## src/rtl/byte_stream_cipher_keyed_defines.svh

```systemverilog
`ifndef BYTE_STREAM_CIPHER_KEYED_DEFINES_SVH
`define BYTE_STREAM_CIPHER_KEYED_DEFINES_SVH

// Same-cycle implication, checked on clk, off during reset
`define BSCK_ASSERT_NOW(label, ante, cons, msg) \
    label: assert property (@(posedge clk) disable iff (!rst_n) (ante) |-> (cons)) \
        else $error(msg);

// Next-cycle implication, checked on clk, off during reset
`define BSCK_ASSERT_NEXT(label, ante, cons, msg) \
    label: assert property (@(posedge clk) disable iff (!rst_n) (ante) |=> (cons)) \
        else $error(msg);

`endif

```

## src/rtl/bsck_pkg.sv

```systemverilog
`timescale 1ns / 1ps

package bsck_pkg;

    localparam int KEY_BYTES_DEF = 32;
    localparam int MIX_ROUNDS    = 256;

    typedef enum logic [1:0] {
        REQ_RESTART = 2'd0,
        REQ_KEY     = 2'd1,
        REQ_NONCE   = 2'd2,
        REQ_DATA    = 2'd3
    } req_t;

endpackage

```

## src/rtl/bsck_key_mem.sv

```systemverilog
`timescale 1ns / 1ps

module bsck_key_mem #(
    parameter int DEPTH = bsck_pkg::KEY_BYTES_DEF,
    parameter int AW    = (DEPTH > 1) ? $clog2(DEPTH) : 1
) (
    input  logic          clk,
    input  logic          rst_n,
    input  logic          clear,
    input  logic          we,
    input  logic [AW-1:0] waddr,
    input  logic [7:0]    wdata,
    input  logic [AW-1:0] raddr_a,
    input  logic [AW-1:0] raddr_b,
    output logic [7:0]    rdata_a,
    output logic [7:0]    rdata_b
);

    logic [7:0]       mem [DEPTH];
    logic [DEPTH-1:0] valid_reg;
    logic [7:0]       qa_reg;
    logic [7:0]       qb_reg;
    logic             va_reg;
    logic             vb_reg;

    always_ff @(posedge clk)
    begin
        if (we)
        begin
            mem[waddr] <= wdata;
        end
        qa_reg <= mem[raddr_a];
        qb_reg <= mem[raddr_b];
    end

    // An entry never written since restart reads as zero
    always_ff @(posedge clk or negedge rst_n)
    begin
        if (!rst_n)
        begin
            valid_reg <= '0;
            va_reg    <= 1'b0;
            vb_reg    <= 1'b0;
        end
        else
        begin
            if (clear)
            begin
                valid_reg <= '0;
            end
            else if (we)
            begin
                valid_reg[waddr] <= 1'b1;
            end
            va_reg <= valid_reg[raddr_a];
            vb_reg <= valid_reg[raddr_b];
        end
    end

    assign rdata_a = va_reg ? qa_reg : 8'd0;
    assign rdata_b = vb_reg ? qb_reg : 8'd0;

endmodule

```

## src/rtl/byte_stream_cipher_keyed.sv

```systemverilog
`timescale 1ns / 1ps

// Keyed byte stream cipher. Items carry a request type: restart, key byte,
// nonce byte or data byte; only a data byte yields a result item, its byte
// XORed with the next keystream byte (encrypt and decrypt are the same).
// The key array sits in a synchronous memory with a registered read, so
// every key, nonce or data item is read, then modified and written back.
// A restart is applied as it is accepted. A key or nonce item with last
// set then runs the 256 mixing rounds, which run one round per cycle with
// forwarding of the entry just written. Results wait in an output
// register; a data item holds in its write-back step while that register
// is full and stalled.

`include "byte_stream_cipher_keyed_defines.svh"

module byte_stream_cipher_keyed #(
    parameter int KEY_BYTES = bsck_pkg::KEY_BYTES_DEF
) (
    input  logic       clk,
    input  logic       rst_n,
    input  logic       in_valid,
    output logic       in_stall,
    input  logic [1:0] req_type,
    input  logic [4:0] byte_index,
    input  logic [7:0] byte_value,
    input  logic       last,
    output logic       out_valid,
    input  logic       out_stall,
    output logic [7:0] out_byte
);

    localparam int AW = (KEY_BYTES > 1) ? $clog2(KEY_BYTES) : 1;
    localparam int CW = $clog2(bsck_pkg::MIX_ROUNDS);
    localparam logic [AW-1:0] LAST_E    = AW'(KEY_BYTES - 1);
    localparam logic [6:0]    KEY_LIMIT = 7'(KEY_BYTES);
    localparam logic [CW-1:0] MIX_LAST  = CW'(bsck_pkg::MIX_ROUNDS - 1);

    typedef enum logic [1:0] {
        ST_IDLE,
        ST_EXEC,
        ST_MIX_START,
        ST_MIX
    } state_t;

    state_t          state_reg, state_next;
    bsck_pkg::req_t  req_reg, req_next;
    logic [4:0]      idx_reg, idx_next;
    logic [7:0]      val_reg, val_next;
    logic            last_reg, last_next;
    logic [7:0]      mixer_reg, mixer_next;
    logic [7:0]      pos_reg, pos_next;
    logic [AW-1:0]   e_reg, e_next;
    logic [AW-1:0]   mix_e_reg, mix_e_next;
    logic [CW-1:0]   mix_cnt_reg, mix_cnt_next;
    logic            fwd_sel_reg, fwd_sel_next;
    logic [7:0]      fwd_val_reg, fwd_val_next;
    logic            out_valid_reg, out_valid_next;
    logic [7:0]      out_byte_reg, out_byte_next;

    logic            mem_clear;
    logic            mem_we;
    logic [AW-1:0]   mem_waddr;
    logic [7:0]      mem_wdata;
    logic [AW-1:0]   raddr_a;
    logic [AW-1:0]   f_addr;
    logic [7:0]      rdata_a;
    logic [7:0]      rdata_b;

    logic [AW-1:0]   mix_e_inc;
    logic            idx_ok;
    logic            out_block;
    logic [7:0]      mix_cur;
    logic [7:0]      mix_sum;
    logic [7:0]      key_sum;
    logic [7:0]      data_sum;

    bsck_key_mem #(
        .DEPTH (KEY_BYTES),
        .AW    (AW)
    ) u_key_mem (
        .clk     (clk),
        .rst_n   (rst_n),
        .clear   (mem_clear),
        .we      (mem_we),
        .waddr   (mem_waddr),
        .wdata   (mem_wdata),
        .raddr_a (raddr_a),
        .raddr_b (f_addr),
        .rdata_a (rdata_a),
        .rdata_b (rdata_b)
    );

    assign f_addr    = (e_reg == LAST_E) ? '0 : e_reg + 1'b1;
    assign mix_e_inc = (mix_e_reg == LAST_E) ? '0 : mix_e_reg + 1'b1;
    assign idx_ok    = {2'b00, idx_reg} < KEY_LIMIT;
    assign out_block = out_valid_reg && out_stall;

    // Take the entry just written when the next round hits the same one
    assign mix_cur  = fwd_sel_reg ? fwd_val_reg : rdata_a;
    assign mix_sum  = mix_cur + mixer_reg;
    assign key_sum  = rdata_a + val_reg;
    assign data_sum = rdata_a + rdata_b + mixer_reg;

    assign in_stall  = (state_reg != ST_IDLE);
    assign out_valid = out_valid_reg;
    assign out_byte  = out_byte_reg;

    always_comb
    begin
        state_next     = state_reg;
        req_next       = req_reg;
        idx_next       = idx_reg;
        val_next       = val_reg;
        last_next      = last_reg;
        mixer_next     = mixer_reg;
        pos_next       = pos_reg;
        e_next         = e_reg;
        mix_e_next     = mix_e_reg;
        mix_cnt_next   = mix_cnt_reg;
        fwd_sel_next   = fwd_sel_reg;
        fwd_val_next   = fwd_val_reg;
        out_valid_next = out_valid_reg;
        out_byte_next  = out_byte_reg;
        mem_clear      = 1'b0;
        mem_we         = 1'b0;
        mem_waddr      = mix_e_reg;
        mem_wdata      = mix_sum;
        raddr_a        = e_reg;

        if (out_valid_reg && !out_stall)
        begin
            out_valid_next = 1'b0;
        end

        unique case (state_reg)
            ST_IDLE:
            begin
                raddr_a = (req_type == bsck_pkg::REQ_DATA) ? e_reg : AW'(byte_index);
                if (in_valid)
                begin
                    req_next  = bsck_pkg::req_t'(req_type);
                    idx_next  = byte_index;
                    val_next  = byte_value;
                    last_next = last;
                    if (req_type == bsck_pkg::REQ_RESTART)
                    begin
                        mem_clear  = 1'b1;
                        mixer_next = 8'd0;
                        pos_next   = 8'd0;
                        e_next     = '0;
                    end
                    else
                    begin
                        state_next = ST_EXEC;
                    end
                end
            end
            ST_EXEC:
            begin
                raddr_a = (req_reg == bsck_pkg::REQ_DATA) ? e_reg : AW'(idx_reg);
                if (req_reg == bsck_pkg::REQ_DATA)
                begin
                    // Hold until the output register can take the item
                    if (!out_block)
                    begin
                        mem_we         = 1'b1;
                        mem_waddr      = e_reg;
                        mem_wdata      = data_sum;
                        mixer_next     = mixer_reg + data_sum + pos_reg;
                        out_valid_next = 1'b1;
                        out_byte_next  = val_reg ^ data_sum;
                        pos_next       = pos_reg + 8'd1;
                        e_next         = (pos_reg == 8'hFF) ? '0 : f_addr;
                        state_next     = ST_IDLE;
                    end
                end
                else
                begin
                    if (idx_ok)
                    begin
                        mem_we     = 1'b1;
                        mem_waddr  = AW'(idx_reg);
                        mem_wdata  = key_sum;
                        mixer_next = mixer_reg + key_sum;
                    end
                    state_next = last_reg ? ST_MIX_START : ST_IDLE;
                end
            end
            ST_MIX_START:
            begin
                raddr_a      = '0;
                mix_e_next   = '0;
                mix_cnt_next = '0;
                fwd_sel_next = 1'b0;
                state_next   = ST_MIX;
            end
            ST_MIX:
            begin
                raddr_a      = mix_e_inc;
                mem_we       = 1'b1;
                mem_waddr    = mix_e_reg;
                mem_wdata    = mix_sum;
                mixer_next   = mixer_reg + mix_sum;
                mix_e_next   = mix_e_inc;
                fwd_sel_next = (mix_e_inc == mix_e_reg);
                fwd_val_next = mix_sum;
                mix_cnt_next = mix_cnt_reg + 1'b1;
                if (mix_cnt_reg == MIX_LAST)
                begin
                    state_next = ST_IDLE;
                end
            end
            default:
            begin
                state_next = ST_IDLE;
            end
        endcase
    end

    always_ff @(posedge clk or negedge rst_n)
    begin
        if (!rst_n)
        begin
            state_reg     <= ST_IDLE;
            req_reg       <= bsck_pkg::REQ_RESTART;
            idx_reg       <= '0;
            val_reg       <= '0;
            last_reg      <= 1'b0;
            mixer_reg     <= '0;
            pos_reg       <= '0;
            e_reg         <= '0;
            mix_e_reg     <= '0;
            mix_cnt_reg   <= '0;
            fwd_sel_reg   <= 1'b0;
            fwd_val_reg   <= '0;
            out_valid_reg <= 1'b0;
            out_byte_reg  <= '0;
        end
        else
        begin
            state_reg     <= state_next;
            req_reg       <= req_next;
            idx_reg       <= idx_next;
            val_reg       <= val_next;
            last_reg      <= last_next;
            mixer_reg     <= mixer_next;
            pos_reg       <= pos_next;
            e_reg         <= e_next;
            mix_e_reg     <= mix_e_next;
            mix_cnt_reg   <= mix_cnt_next;
            fwd_sel_reg   <= fwd_sel_next;
            fwd_val_reg   <= fwd_val_next;
            out_valid_reg <= out_valid_next;
            out_byte_reg  <= out_byte_next;
        end
    end

    `BSCK_ASSERT_NOW(a_result_from_data, $rose(out_valid), ($past(state_reg) == ST_EXEC && $past(req_reg) == bsck_pkg::REQ_DATA), "result without a data item")
    `BSCK_ASSERT_NEXT(a_mix_ends, (state_reg == ST_MIX && mix_cnt_reg == MIX_LAST), (state_reg == ST_IDLE), "mixing did not end after last round")
    `BSCK_ASSERT_NEXT(a_data_advances, (state_reg == ST_EXEC && req_reg == bsck_pkg::REQ_DATA && !out_block), (out_valid && pos_reg == $past(pos_reg) + 8'd1), "data item did not advance keystream")

endmodule

```

## config.mk

```make
export PLATFORM = sky130hd
export DESIGN_NAME = byte_stream_cipher_keyed
export DESIGN_NICKNAME = d
export VERILOG_FILES = /design/src/rtl/bsck_pkg.sv /design/src/rtl/bsck_key_mem.sv /design/src/rtl/byte_stream_cipher_keyed.sv
export VERILOG_INCLUDE_DIRS = /design/src /design/src/rtl
export SDC_FILE = /design/constraint.sdc
export NUM_CORES = 1
export LEC_CHECK = 0
export ABC_AREA = 1
export BUFFER_PORTS_ARGS = -buffer_cell sky130_fd_sc_hd__buf_4
export CORE_MARGIN = 2
export CORE_UTILIZATION = 64
export DETAILED_ROUTE_END_ITERATION = 12
export GPL_ROUTABILITY_DRIVEN = 0
export PLACE_DENSITY = 0.81
export SYNTH_ARGS = -nofsm -noshare
export SYNTH_HDL_FRONTEND = slang
export SYNTH_SLANG_ARGS = --single-unit
```

## constraint.sdc

```tcl
create_clock -name clk -period 4.87 [get_ports clk]
set_input_delay 0 -clock clk [delete_from_list [all_inputs] [get_ports clk]]
set_output_delay 0 -clock clk [all_outputs]
set_load 0.02 [all_outputs]
```

==> Word-level counts from Yosys, hierarchy flattened <==
Memories as Yosys holds them, arrays and structs flattened. A register that Yosys moved wholly into a read port is not among the register bits.
Cells that the tools add are included.
{ "word_totals": {"reg_bits": 104, "ram_bits": 256, "inputBits": 20, "output_inout_bits": 10, "elab_cells": 128, "memories": 1} }
{ "classes": {"n_addsub": 12, "order_cmp": 4, "n_eq_ne": 17, "n_mux": 58, "n_bitwise": 3, "reduce_logical": 16} }
{ "mem_list": {"columns": ["name", "words", "width", "rd", "rd_ports_with_merged_regs", "wr", "line", "rtl"], "rows": [
  ["u_key_mem.mem", 32, 8, 2, 2, 1, "bsck_key_mem.sv:19", "logic [7:0] mem [DEPTH];"]
]} }
{ "op_table": {"columns": ["cell", "count"], "rows": [
  ["$mux W8", 12],
  ["$add A8 B8 Y8", 8],
  ["$mux W32", 2],
  ["$mux W5", 12],
  ["$or A32 B32 Y32", 1],
  ["$pmux W8 S2", 2],
  ["$pmux W8 S3", 1],
  ["$pmux W5 S2", 2],
  ["$pmux W5 S4", 1],
  ["$lt A5 B6 Y1 const B", 3],
  ["$add A8 B1 Y8 const B", 2],
  ["$eq A8 B8 Y1 const B", 2],
  ["$mux W1", 14],
  ["$mux W2", 6],
  ["$ne A2 B2 Y1 const B", 6],
  ["$add A5 B1 Y5 const B", 2],
  ["$bmux W1 S5", 2],
  ["$eq A5 B5 Y1 const B", 2],
  ["$eq A2 B2 Y1 const B", 4],
  ["$pmux W2 S4", 1],
  ["$reduce_and A4 Y1", 2],
  ["$reduce_bool A2 Y1", 4],
  ["$xor A8 B8 Y8", 1],
  ["$demux W1 S5", 1],
  ["other kinds (13)", 17]
]} }

==> Depth between registers and ports, before layout <==
{ "logic_depth": {"word_depth": 11, "depth_mapped": 29, "ltp_nobuf": 28} }

==> By module <==
A second synthesis with hierarchy kept.
{ "hier_totals": {"cells_unflattened": 2627, "area_unflattened_um2": 21320.4} }
{ "by_module_without_submodules": {"columns": ["mod", "n_inst", "cells_per_inst", "area_per_inst_um2", "seq_area_each_um2"], "rows": [
  ["bsck_key_mem", 1, 1842, 15423.5, 8858.5],
  ["byte_stream_cipher_keyed", 1, 785, 5896.9, 1751.7]
]} }

==> Worst setup path before layout <==
Ideal clock, no wire load.
{ "synth_path": {"path_type": "register to register", "start": "register u_key_mem.va_reg", "end": "register mixer_reg[7]", "arrival_ps": 3829, "required_time_ps": 4753, "slack_ps": 924, "path_stages_with_launch": 29, "period_less_slack_ps": 3946, "cell_sequence": "dfrtp_1 -> clkbuf_1 -> nand2_1 -> inv_1 -> nand2_1 -> nand2_1 -> inv_1 -> ha_1 -> ha_1 -> inv_1 -> fa_1 -> inv_1 -> nand3_1 -> nand2_1 -> xor2_1 -> fa_1 -> ha_1 -> nand2_1 -> inv_1 -> a21oi_1 -> nand2_1 -> nand2_1 -> nand2_1 -> nand3_1 -> nand2_1 -> nand2_1 -> nand2_1 -> nand2_1 -> nand2_1"} }
{ "synth_between": {"elab_chain_cells": 8} }
{ "synth_rtl": {"columns": ["element", "line", "rtl"], "rows": [
  ["start: declaration", "bsck_key_mem.sv:23", "logic va_reg;"],
  ["start signal: assignment", "bsck_key_mem.sv:55", "va_reg <= valid_reg[raddr_a];"],
  ["$mux W8 *", "bsck_key_mem.sv:60", "assign rdata_a = va_reg ? qa_reg : 8'd0;"],
  ["$add A8 B8 Y8 (2 in a row)", "byte_stream_cipher_keyed.sv:102", "assign data_sum = rdata_a + rdata_b + mixer_reg;"],
  ["$add A8 B8 Y8 (2 in a row)", "byte_stream_cipher_keyed.sv:169", "mixer_next = mixer_reg + data_sum + pos_reg;"],
  ["$mux W8", "byte_stream_cipher_keyed.sv:164", "if (!out_block)"],
  ["$mux W8", "byte_stream_cipher_keyed.sv:161", "if (req_reg == bsck_pkg::REQ_DATA)"],
  ["$pmux W8 S3 *", "byte_stream_cipher_keyed.sv:135", "unique case (state_reg)"],
  ["end signal: assignment", "byte_stream_cipher_keyed.sv:246", "mixer_reg <= mixer_next;"],
  ["end: declaration", "byte_stream_cipher_keyed.sv:50", "logic [7:0] mixer_reg, mixer_next;"]
]} }
Every way passes the cells marked *; elsewhere a longest branch is shown, timed or not. The select of a mux whose other input is x is not followed.
A chain may end at the register's enable or synchronous reset.

==> Final worst setup path <==
Ends and elaborated chain as after synthesis.

==> results.md <==
- PostCTS Resize Cnt: 0
- Top post-synthesis cells by area: edfxtp_1, dfrtp_1, nand2_1
- Final hold vios: 0
- Wire per inst: 21.6 µm
- Commonest non-fill, non-tap cell in the layout: nand2_1
- Slew Viols, Final: 0
- Multi-input logic area: ~9300 µm²
- Max_cap viols: 0
- All-layer global routing usage: between 30 and 40%
- Tmin final: around 4.4 ns
- Peak supply drop: 0.455 mV
- Critical path launch point type: flop
- Critical path peak fanout: 9
- WP data required: ~5.3 ns
- Largest register FFs: 256
- Port Buf Inserts: 29
- Placed cell areas: between 20000 and 25000 µm²
- Main synth FF type: edfxtp_1
- Post-synth top area share: between 30% and 40%
- Setup Skew: between 0.03 and 0.04 ns
- DRC violations left: 0
- Post-synth ARST share: between 20 and 30%
- Critical Path Sink Type: flop
- Static Leak: ~10 nW
- Syn_nets: ~2700
- HP Class: in2reg
- EDFF count, synth: roughly 260
- Tot Pwr: about 12 mW
- First-pass GRT wire length: 103000 µm
- Drt total wl: roughly 67000 µm
- Cell Area, Synth: ~22000 µm²
- CTS Sinks: about 380
- Part of the cycle the worst path needs: between 90% and 100%
- Clk buf depth: 3
- Largest net degree at the start of global routing: 208
- Register area: between 10000 and 15000 µm²
- Max stage delay on crit path: 0.52 ns
- Ant. Diodes: 0
- Worst setup path class: reg2reg
- Post-synth cell types: 49
- Slowest cell on crit path: dfrtp_1
- Core Footprint: between 30000 and 40000 µm²
- Hpwl dp: approximately 42000 µm
- Final setup vio count: 0
- Row cnt: 67
- H-tree level count: 2
- # IOs: 30
- Slew HR: a little over a fifth
- Setup TNS Final: 0 ns
- Most frequent cells in the layout: nand2_1, nand3_1, inv_1
- Die Area: ~35000 µm²
- TritonCTS Buffers: about 40
- Register bit total from synthesis: 376
- Synth warn: 0
- CTS Root Cell: clkbuf_16
- Sequential-to-total area share from yosys stat: about half
- Pwr per Cell Area: roughly 490 nW/µm²
- CTS tree: yes
- Vias in the first global route: approximately 19000
- Critical path's most frequent cell: nand2_1
- Share of cells above drive strength 1: between 6 and 7%
- Post-DRT Antenna Nets: 0
- Drt first pass iters: 9
- Worst-skew pair later-pin latency: ~0.56 ns
- Syn Area/Cell: 8.23 µm²
- Post-route cell area: between 20000 and 25000 µm²
- Area leader, netlist: edfxtp_1
- Area growth from synthesis to layout: 9.60%
- Critical Path AT: 4.85 ns
- Overflow after GRT: 0
- Fillers: around 2600
- Status: finished clean
- RSZ-0062 raised after global routing: false
- Die height: ~190 µm
- Final Net Count: between 2000 and 3000
- Vias: between 15000 and 20000
- F_max: roughly 230 MHz
- Starting density of the core: 64.7%
- Initial antenna violation count: 0
- Vias per cell: between 6 and 7
- Gate Count Post-Synth: approximately 2600
- Clk pin slew, worst setup/hold paths: approximately 0.06 ns
- DR iter-0 viols: around 3500
- Die width: 188 µm
- Worst slew pin tran: about 1.2 ns
## power breakdown
group / internal (mW) / leakage [nW] / switching [mW]
registers: 4.12 / 3.59 / 0.164
logic: 1.42 / 6.16 / 2.91
clock network: 1.74 / 0.635 / 1.29
## synth_stat cells (all sizes together) (5+ instances only)
cell / count
inv: 297
o21ai: 217
or2: 5
a21oi: 136
xor2: 24
dfrtp: 104
ha: 48
buf: 56
xnor2: 16
a31oi: 12
o211ai: 68
o221ai: 6
nor3: 5
clkinv: 6
nor2: 204
nand2: 592
nand3: 422
dfxtp: 16
edfxtp: 256
fa: 17
clkbuf: 85
nand4: 10
## kinds of logic after synthesis
family,after synthesis,synth area share (%)
AND/OR/NAND/NOR,1240,24.6
buffers and inverters,444,8.13
XOR/XNOR,40,1.62
flip-flops,376,49.1
adder cells (fa/ha/maj),65,4.36
AO/OA/AOI/OAI,460,12.1
## cell type report
cell class                      instances  share of cell area (%)
Clock buffer                           57                    4.76
Clock inverter                         19                   0.709
Inverter                              303                    4.81
Multi-Input combinational cell       1805                    39.3
Sequential cell                       376                    44.8
Tap cell                              448                    2.37
Timing Repair Buffer                   85                    3.20
## through the flow
| stage | instances | utilization, % | hold WS (ns) | setup WS (ns) |
|---|---|---|---|---|
| finish | 3093 | 70.9 | 0.00677 | 0.443 |
| global placement | 2999 | 66.5 | 0.145 | 0.665 |
| floorplan | 2625 | - | -0.296 | 0.924 |
| CTS | 3093 | 70.9 | 0.000496 | 0.508 |
| detailed placement | 2999 | 66.5 | 0.150 | 0.529 |
| global route | 3093 | 70.9 | 0.0410 | 0.127 |
## timing repair
item,CTS,global route
buffers inserted,0,0
hold buffers,18,0
endpoints found under the hold margin,73,0
## final timing paths
check | end | slack [ns] | from | cells after the start
worst max-delay path | mixer_reg[7] | 0.44 | u_key_mem.va_reg | 27
worst min-delay path | state_reg[0] | 0.007 | in_valid | 5
worst max register to register | mixer_reg[7] | 0.44 | u_key_mem.va_reg | 27
worst min register to register | flop | 0.49 | last_reg | 2
max in group asynchronous | out_byte[6] | 3.54 | rst_n | 3
min in group asynchronous | mix_cnt_reg[5] | 0.11 | rst_n | 2
## critical path: cells and delay by family (launching register included)
family                     cells  cell delay (ns)
DFF                            1             0.52
buffers and inverters          5             0.38
and+or+nand+nor               15             1.16
AOI/OAI and AO/OA              1             0.25
xor gates and xnor gates       1             0.30
adders and majority gates      5             1.71
## metal layers
layer  global-route usage, %  vias up  routed length [µm]
met3                    8.72      339                9030
met1                    49.3     9209               23800
li1                        -     8825                   -
met2                    58.2     1547               29500
met4                    20.7        0                4510
met5                       0        -                   0
Power figures use the tool's default switching activity.
